**config.mk**
```make
export PLATFORM = sky130hd
export DESIGN_NAME = trial_division_prime_filter_unit
export DESIGN_NICKNAME = d
export VERILOG_FILES = /design/src/hw/rtl/tdpf_pkg.sv /design/src/hw/rtl/tdpf_rem.sv /design/src/hw/rtl/trial_division_prime_filter_unit.sv
export SDC_FILE = /design/constraint.sdc
export NUM_CORES = 1
export LEC_CHECK = 0
export ABC_AREA = 1
export BUFFER_PORTS_ARGS = -buffer_cell sky130_fd_sc_hd__buf_2
export CAP_MARGIN = 20
export CORE_MARGIN = 5
export CORE_UTILIZATION = 27
export DETAILED_ROUTE_END_ITERATION = 6
export PLACE_DENSITY = 0.39
export SLEW_MARGIN = 10
export SYNTH_ARGS = -nofsm -noshare
export SYNTH_HDL_FRONTEND = slang
export SYNTH_SLANG_ARGS = --single-unit
```
**constraint.sdc**
```tcl
create_clock -name i_clk -period 6.68 [get_ports i_clk]
set_clock_uncertainty 0.15 [all_clocks]
set_input_delay 0.334 -clock i_clk [delete_from_list [all_inputs] [get_ports i_clk]]
set_output_delay 0.334 -clock i_clk [all_outputs]
set_load 0.01 [all_outputs]
```
**src/hw/rtl/tdpf_pkg.sv**
```systemverilog
// tdpf_pkg: shared types and constants of the trial-division prime filter
// no dependencies; used by tdpf_rem and trial_division_prime_filter_unit
package tdpf_pkg;

    // width of the tested value, two's complement
    localparam int VALUE_W = 32;
    // width of the step counter of the remainder unit
    localparam int STEP_W  = $clog2(VALUE_W);

    typedef struct packed {
        logic signed [VALUE_W-1:0] value;
        logic                      last_element;
    } t_in_item;

    typedef struct packed {
        logic signed [VALUE_W-1:0] tested_value;
        logic                      is_prime;
        logic                      last_result;
    } t_out_item;

    // quotient and remainder handed back by the remainder unit
    typedef struct packed {
        logic [VALUE_W-1:0] quotient;
        logic [VALUE_W-1:0] remainder;
    } t_div_res;

endpackage

```
**src/hw/rtl/tdpf_rem.sv**
```systemverilog
// tdpf_rem: restoring radix-2 divider, one subtract-compare per cycle
// depends on tdpf_pkg (VALUE_W, STEP_W, t_div_res)
module tdpf_rem (
    input  logic                           i_clk,
    input  logic                           i_rst_n,
    input  logic                           i_go,
    input  logic [tdpf_pkg::VALUE_W-1:0]   i_dividend,
    input  logic [tdpf_pkg::VALUE_W-1:0]   i_divisor,
    output logic                           o_done,
    output tdpf_pkg::t_div_res             o_res
);
    import tdpf_pkg::*;

    logic [VALUE_W-1:0] r_rem;
    logic [VALUE_W-1:0] r_quo;
    logic [VALUE_W-1:0] r_dvs;
    logic [STEP_W-1:0]  r_cnt;
    logic               r_run;
    logic               r_done;

    logic [VALUE_W-1:0] w_rem_sh;
    logic [VALUE_W:0]   w_diff;
    logic               w_fit;

    // shift in the next dividend bit and try one subtraction
    assign w_rem_sh = {r_rem[VALUE_W-2:0], r_quo[VALUE_W-1]};
    assign w_diff   = {1'b0, w_rem_sh} - {1'b0, r_dvs};
    assign w_fit    = !w_diff[VALUE_W];

    always_ff @(posedge i_clk) begin
        if (!i_rst_n) begin
            r_run  <= 1'b0;
            r_done <= 1'b0;
        end else begin
            r_done <= r_run && (r_cnt == '0);
            if (i_go) begin
                r_run <= 1'b1;
            end else if (r_run && (r_cnt == '0)) begin
                r_run <= 1'b0;
            end
        end
    end

    always_ff @(posedge i_clk) begin
        if (i_go) begin
            r_rem <= '0;
            r_quo <= i_dividend;
            r_dvs <= i_divisor;
            r_cnt <= STEP_W'(VALUE_W - 1);
        end else if (r_run) begin
            r_rem <= w_fit ? w_diff[VALUE_W-1:0] : w_rem_sh;
            r_quo <= {r_quo[VALUE_W-2:0], w_fit};
            r_cnt <= r_cnt - STEP_W'(1);
        end
    end

    assign o_done          = r_done;
    assign o_res.quotient  = r_quo;
    assign o_res.remainder = r_rem;

endmodule

```
**src/hw/rtl/trial_division_prime_filter_unit.sv**
```systemverilog
// trial_division_prime_filter_unit: top level of the trial-division prime filter
// depends on tdpf_pkg and tdpf_rem
//
//  channel  | ports                      | direction | handshake
//  ---------+----------------------------+-----------+------------------------------
//  input    | start, busy, i_item        | in        | taken when start && !busy
//  result   | o_strobe, o_result         | out       | one cycle per result, no stall
//
//  a value of 1 or less (negative included) gives its result in the cycle after
//  acceptance; otherwise the trial divisors 2, 3, 4 and on take turns in the
//  shared remainder unit until one divides n or d*d exceeds n
//  busy (never raised for 1 or less) stays high from acceptance until the
//  result strobe; the strobe cycle itself already accepts the next transaction
//  reset (synchronous, active low) clears the sequencer and the strobe
//  the receiver cannot stall: every result shows for exactly one cycle
module trial_division_prime_filter_unit (
    input  logic                 i_clk,
    input  logic                 i_rst_n,
    input  logic                 start,
    output logic                 busy,
    input  tdpf_pkg::t_in_item   i_item,
    output logic                 o_strobe,
    output tdpf_pkg::t_out_item  o_result
);
    import tdpf_pkg::*;

    // one-hot sequencer
    typedef enum logic [1:0] {
        ST_IDLE = 2'b01,
        ST_RUN  = 2'b10
    } t_state;

    t_state             r_state, n_state;
    t_in_item           r_item,  n_item;
    logic [VALUE_W-1:0] r_d,     n_d;
    logic               r_strobe, n_strobe;
    t_out_item          r_result, n_result;

    logic               w_accept;
    logic               w_cand;
    logic               w_div_go;
    logic [VALUE_W-1:0] w_div_dvd;
    logic [VALUE_W-1:0] w_div_dvs;
    logic               w_div_done;
    t_div_res           w_div_res;

    // transaction taken this edge
    assign w_accept = start && !busy;
    // only values of 2 and above go to the divisor loop
    assign w_cand   = !i_item.value[VALUE_W-1] &&
                      ($unsigned(i_item.value) > VALUE_W'(1));

    // shared remainder unit: n / d and n % d for the current trial divisor
    tdpf_rem u_rem (
        .i_clk      (i_clk),
        .i_rst_n    (i_rst_n),
        .i_go       (w_div_go),
        .i_dividend (w_div_dvd),
        .i_divisor  (w_div_dvs),
        .o_done     (w_div_done),
        .o_res      (w_div_res)
    );

    // first divisor is 2, later ones follow the current one
    assign w_div_dvd = (r_state == ST_IDLE) ? $unsigned(i_item.value)
                                            : $unsigned(r_item.value);
    assign w_div_dvs = (r_state == ST_IDLE) ? VALUE_W'(2) : r_d + VALUE_W'(1);

    always_comb begin
        n_state  = r_state;
        n_item   = r_item;
        n_d      = r_d;
        n_strobe = 1'b0;
        n_result = r_result;
        w_div_go = 1'b0;
        unique case (r_state)
            ST_IDLE: begin
                if (w_accept) begin
                    n_item = i_item;
                    if (w_cand) begin
                        // start the loop with divisor 2
                        n_d      = VALUE_W'(2);
                        w_div_go = 1'b1;
                        n_state  = ST_RUN;
                    end else begin
                        // 1 or less is never prime
                        n_strobe              = 1'b1;
                        n_result.tested_value = i_item.value;
                        n_result.is_prime     = 1'b0;
                        n_result.last_result  = i_item.last_element;
                    end
                end
            end
            ST_RUN: begin
                if (w_div_done) begin
                    n_result.tested_value = r_item.value;
                    n_result.last_result  = r_item.last_element;
                    // priority: bound test first, then the remainder
                    priority if (w_div_res.quotient < r_d) begin
                        // d*d > n: no divisor found, prime
                        n_strobe          = 1'b1;
                        n_result.is_prime = 1'b1;
                        n_state           = ST_IDLE;
                    end else if (w_div_res.remainder == '0) begin
                        // exact divisor: composite
                        n_strobe          = 1'b1;
                        n_result.is_prime = 1'b0;
                        n_state           = ST_IDLE;
                    end else begin
                        // try the next divisor
                        n_d      = w_div_dvs;
                        w_div_go = 1'b1;
                    end
                end
            end
            default: begin
                n_state = ST_IDLE;
            end
        endcase
    end

    // control state
    always_ff @(posedge i_clk) begin
        if (!i_rst_n) begin
            r_state  <= ST_IDLE;
            r_strobe <= 1'b0;
        end else begin
            r_state  <= n_state;
            r_strobe <= n_strobe;
        end
    end

    // payload, no reset needed
    always_ff @(posedge i_clk) begin
        r_item   <= n_item;
        r_d      <= n_d;
        r_result <= n_result;
    end

    assign busy     = (r_state != ST_IDLE);
    assign o_strobe = r_strobe;
    assign o_result = r_result;

`ifndef NO_ASSERTIONS
    // a trial divisor is always at least 2 while the loop runs
    a_div_min: assert property (@(posedge i_clk) disable iff (!i_rst_n)
        (r_state == ST_RUN) |-> (r_d >= VALUE_W'(2)))
        else $error("trial divisor below 2 during loop");

    // the remainder unit only finishes while the loop waits for it
    a_done_run: assert property (@(posedge i_clk) disable iff (!i_rst_n)
        w_div_done |-> (r_state == ST_RUN))
        else $error("divider done outside the loop");

    // leaving the loop always delivers a result
    a_exit_strobe: assert property (@(posedge i_clk) disable iff (!i_rst_n)
        ((r_state == ST_RUN) && (n_state == ST_IDLE)) |=> o_strobe)
        else $error("loop ended without a result");

    // a prime flag never goes with a negative value
    a_prime_pos: assert property (@(posedge i_clk) disable iff (!i_rst_n)
        (o_strobe && o_result.is_prime) |-> !o_result.tested_value[VALUE_W-1])
        else $error("negative value flagged prime");
`endif

endmodule

```
==> metrics.md <==
| Metric | Value |
|---|---|
| CTS tree | `done` |
| Initial antenna violation count | `0` |
| Clock sink count | `205` |
| Post-synth top area share | `38.9%` |
| Routed vias/inst | `4.66` |
| Final Critical Period | `3.53 ns` |
| Synth area leader | `edfxtp_1` |
| Overall Global Routing Usage | `15.1%` |
| RSZ-0062 raised after global routing | `no` |
| Cells after synthesis | `1,572` |
| IO buf count | `71` |
| Total number of vias | `10,688` |
| Detailed Route WL | `38.6 mm` |
| Antenna Cells | `0` |
| Commonest cells post-synth | `374 x nand2_1, 222 x inv_1, 163 x edfxtp_1` |
| Power Internal | `0.00343 W` |
| WP data required | `6.96 ns` |
| Ys async rst share | `0%` |
| First-pass iteration count of the detailed router | `5` |
| Psw | `0.00249 W` |
| Critical Path End Type | `register` |
| Top-count cell post-synth | `nand2_1` |
| Pin count of the biggest net entering global routing | `71` |
| Register bit total from synthesis | `205` |
| Core Area | `46,400 µm²` |
| Wire per inst | `16.8 µm` |
| Final period util | `52.9%` |
| Clock Latency Late Sink | `0.57 ns` |
| Detail Placement HPWL | `28.3 mm` |
| Prevailing post-synth register cell | `edfxtp_1` |
| Final setup viols | `0` |
| Post-synthesis adder-cell area fraction | `6.92%` |
| P_leak | `6.48 nW` |
| Clock transition at path regs | `0.06 ns` |
| Sequential Power Share | `34.8%` |
| Clock power frac | `24.9%` |
| Post-synthesis compound-gate area fraction | `9.81%` |
| Num CTS Buffers | `26` |
| Peak Freq | `283 MHz` |
| CTS HTree Levels | `1` |
| Netlist cell types | `48` |
| Worst rel slew slack | `41.7%` |
| Top post-synthesis cells by area | `edfxtp_1 39%, nand2_1 11%, ha_1 6.8%` |
| Initial Utilization | `27.1%` |
| Root Buffer | `clkbuf_16` |
| First DRT Iteration DRCs | `649` |
| Xor and xnor area share after synthesis | `1.88%` |
| Mux contribution to synthesized area | `0%` |
| P per Cell Area | `399 nW/µm²` |
| Max_cap viols | `0` |
| Largest family of logic cells by synthesized area | `simple AND/OR/NAND/NOR gates` |
| Register area share after synthesis | `45.6%` |
| EDFF count, synth | `163` |
| Die H | `226 µm` |
| Worst Path Arrival | `3.81 ns` |
| Run status | `completed` |
| Crit-path max FO | `38` |
| Final Util | `32.0%` |
| Clock Tree Buf Depth | `3` |
| # fillers | `4,938` |
| Sw Ratio | `42.1%` |
| Area growth syn-to-layout | `17.8%` |
| Final hold violations | `0` |
| Final Max Tran Viols | `0` |
| Share of cells above drive strength 1 | `10.4%` |
| Final global-route overflow total | `0` |
| Worst-margin pin slew | `0.871 ns` |
| Total chip power | `0.00592 W` |
| Post-Syn Area | `12,600 µm²` |
| # resized after CTS | `0` |
| Total negative slack | `0 ns` |
| Synth Area in Simple Gates | `26.9%` |
| GP Congestion | `0.880` |
| FF/Latch Area | `5740 µm²` |
| Area of the multi-input gates | `5760 µm²` |
| Peak supply drop | `0.193 mV` |
| Vias in the first global route | `10,786` |
| First-pass GRT wire length | `61.4 mm` |
| Post-Syn Area per Cell | `8.00 µm²` |
| Row Count | `79` |
| Full die area | `51,000 µm²` |
| Remaining DRCs | `0` |
| Die Wd | `226 µm` |
| Ys Warns | `0` |
| I/O pin count | `72` |
| Syn nets | `1,677` |
| Min-delay worst type | `input pin to register` |
| Gate power share | `40.3%` |
| Kind of critical path | `register to register` |
| Startpoint types | `register` |
| Layout net count | `1,770` |
| Final ANT Viol Nets | `0` |
==> what timing repair did <==
item | CTS | global route
setup endpoints to repair | 0 | 0
buffers inserted | 0 | 0
hold buffers | 34 | 0
hold endpoints to repair | 51 | 0
==> state kept, by name, indices dropped and copies added (netlist names), 2 cells and up <==
register     cells
u_rem.r_quo     32
u_rem.r_dvs     32
u_rem.r_cnt      5
r_d             32
o_result        34
r_item          33
u_rem.r_rem     32
r_state          2
==> area by class of cell <==
class	count	share of cell area (%)
Clock inverter	18	1.48
Multi-Input combinational cell	1082	38.9
Inverter	231	5.85
Tap cell	607	5.12
Sequential cell	205	38.7
Clock buffer	30	4.49
Timing Repair Buffer	119	5.49
==> final timing paths <==
| check | depth (start not counted) | end | slack, ns | startpoint |
|---|---|---|---|---|
| max | 15 | u_rem.r_rem[24] | 3.15 | u_rem.r_quo[31] |
| min | 5 | r_state[1] | 0.08 | start |
| max reg2reg | 15 | u_rem.r_rem[24] | 3.15 | u_rem.r_quo[31] |
| min reg2reg | 2 | u_rem.r_cnt[0] | 0.33 | u_rem.r_cnt[0] |
==> metal layers <==
layer	GRT usage [%]	up-vias	share of wire (%)	wire, µm
met3	2.30	66	3.7	1410
met4	4.71	0	3.5	1350
met2	23.6	203	44	17000
met1	21.4	4983	49	18900
met5	0	-	0	0
li1	-	5436	-	-
==> layout by cell type, fill, tap and decap left out, drive strengths merged, types with 4 or more instances in the layout <==
cell,count
a21oi,84
nor2,145
nand3,126
o21bai,5
o21a,6
nand2,382
nand4,33
ha,68
inv,231
nor3,53
o21ai,98
a22oi,15
bufinv,4
xnor2,13
xor2,14
buf,85
clkbuf,30
dlygate4sd3,34
edfxtp,163
nor4,23
a21o,5
dfxtp,42
clkinv,11
==> critical path, cell delays in order, from the launching register on <==
cell and delay (ns):
edfxtp_1 0.36, inv_1 0.10, ha_1 0.23, fa_1 0.41, inv_1 0.07, nand3_1 0.05
nand2_1 0.17, nand2_1 0.09, nand2_2 0.10, nand3_1 0.09, nand2_2 0.13, nand2_4 0.25
nand2_2 0.75, nand3_1 0.21, a21oi_1 0.17, nor2_1 0.05
==> metrics by stage <==
step	area (µm²)	std cells	hold slack, ns	setup slack (ns)
5_1_grt	14800	2292	0.101	2.89
2_1_floorplan	12600	1572	0.253	2.62
4_1_cts	14800	2291	0.0442	3.03
6_report	14800	2292	0.0812	3.15
3_3_place_gp	13600	2209	0.308	3.11
3_5_place_dp	13600	2209	0.310	3.08
==> power by group through the flow <==
stage / clock (W) / sequential [W] / combinational, W
after floorplan: 0 / 0.00203 / 0.00166
after global placement: 0 / 0.00208 / 0.00240
after detailed placement: 0 / 0.00208 / 0.00240
after CTS: 0.00153 / 0.00206 / 0.00243
after global routing: 0.00157 / 0.00210 / 0.00273
final: 0.00147 / 0.00206 / 0.00239
==> cell families (layout without fill, tap and decap cells) <==
| logic type | Yosys count | after routing |
|---|---|---|
| adders and majority gates | 69 | 69 |
| xor gates and xnor gates | 27 | 27 |
| AOI/OAI and AO/OA | 220 | 220 |
| and+or+nand+nor | 766 | 766 |
| DFF | 205 | 205 |
| buffers and inverters | 285 | 398 |
Note: power is estimated with default switching activity, not from simulation.
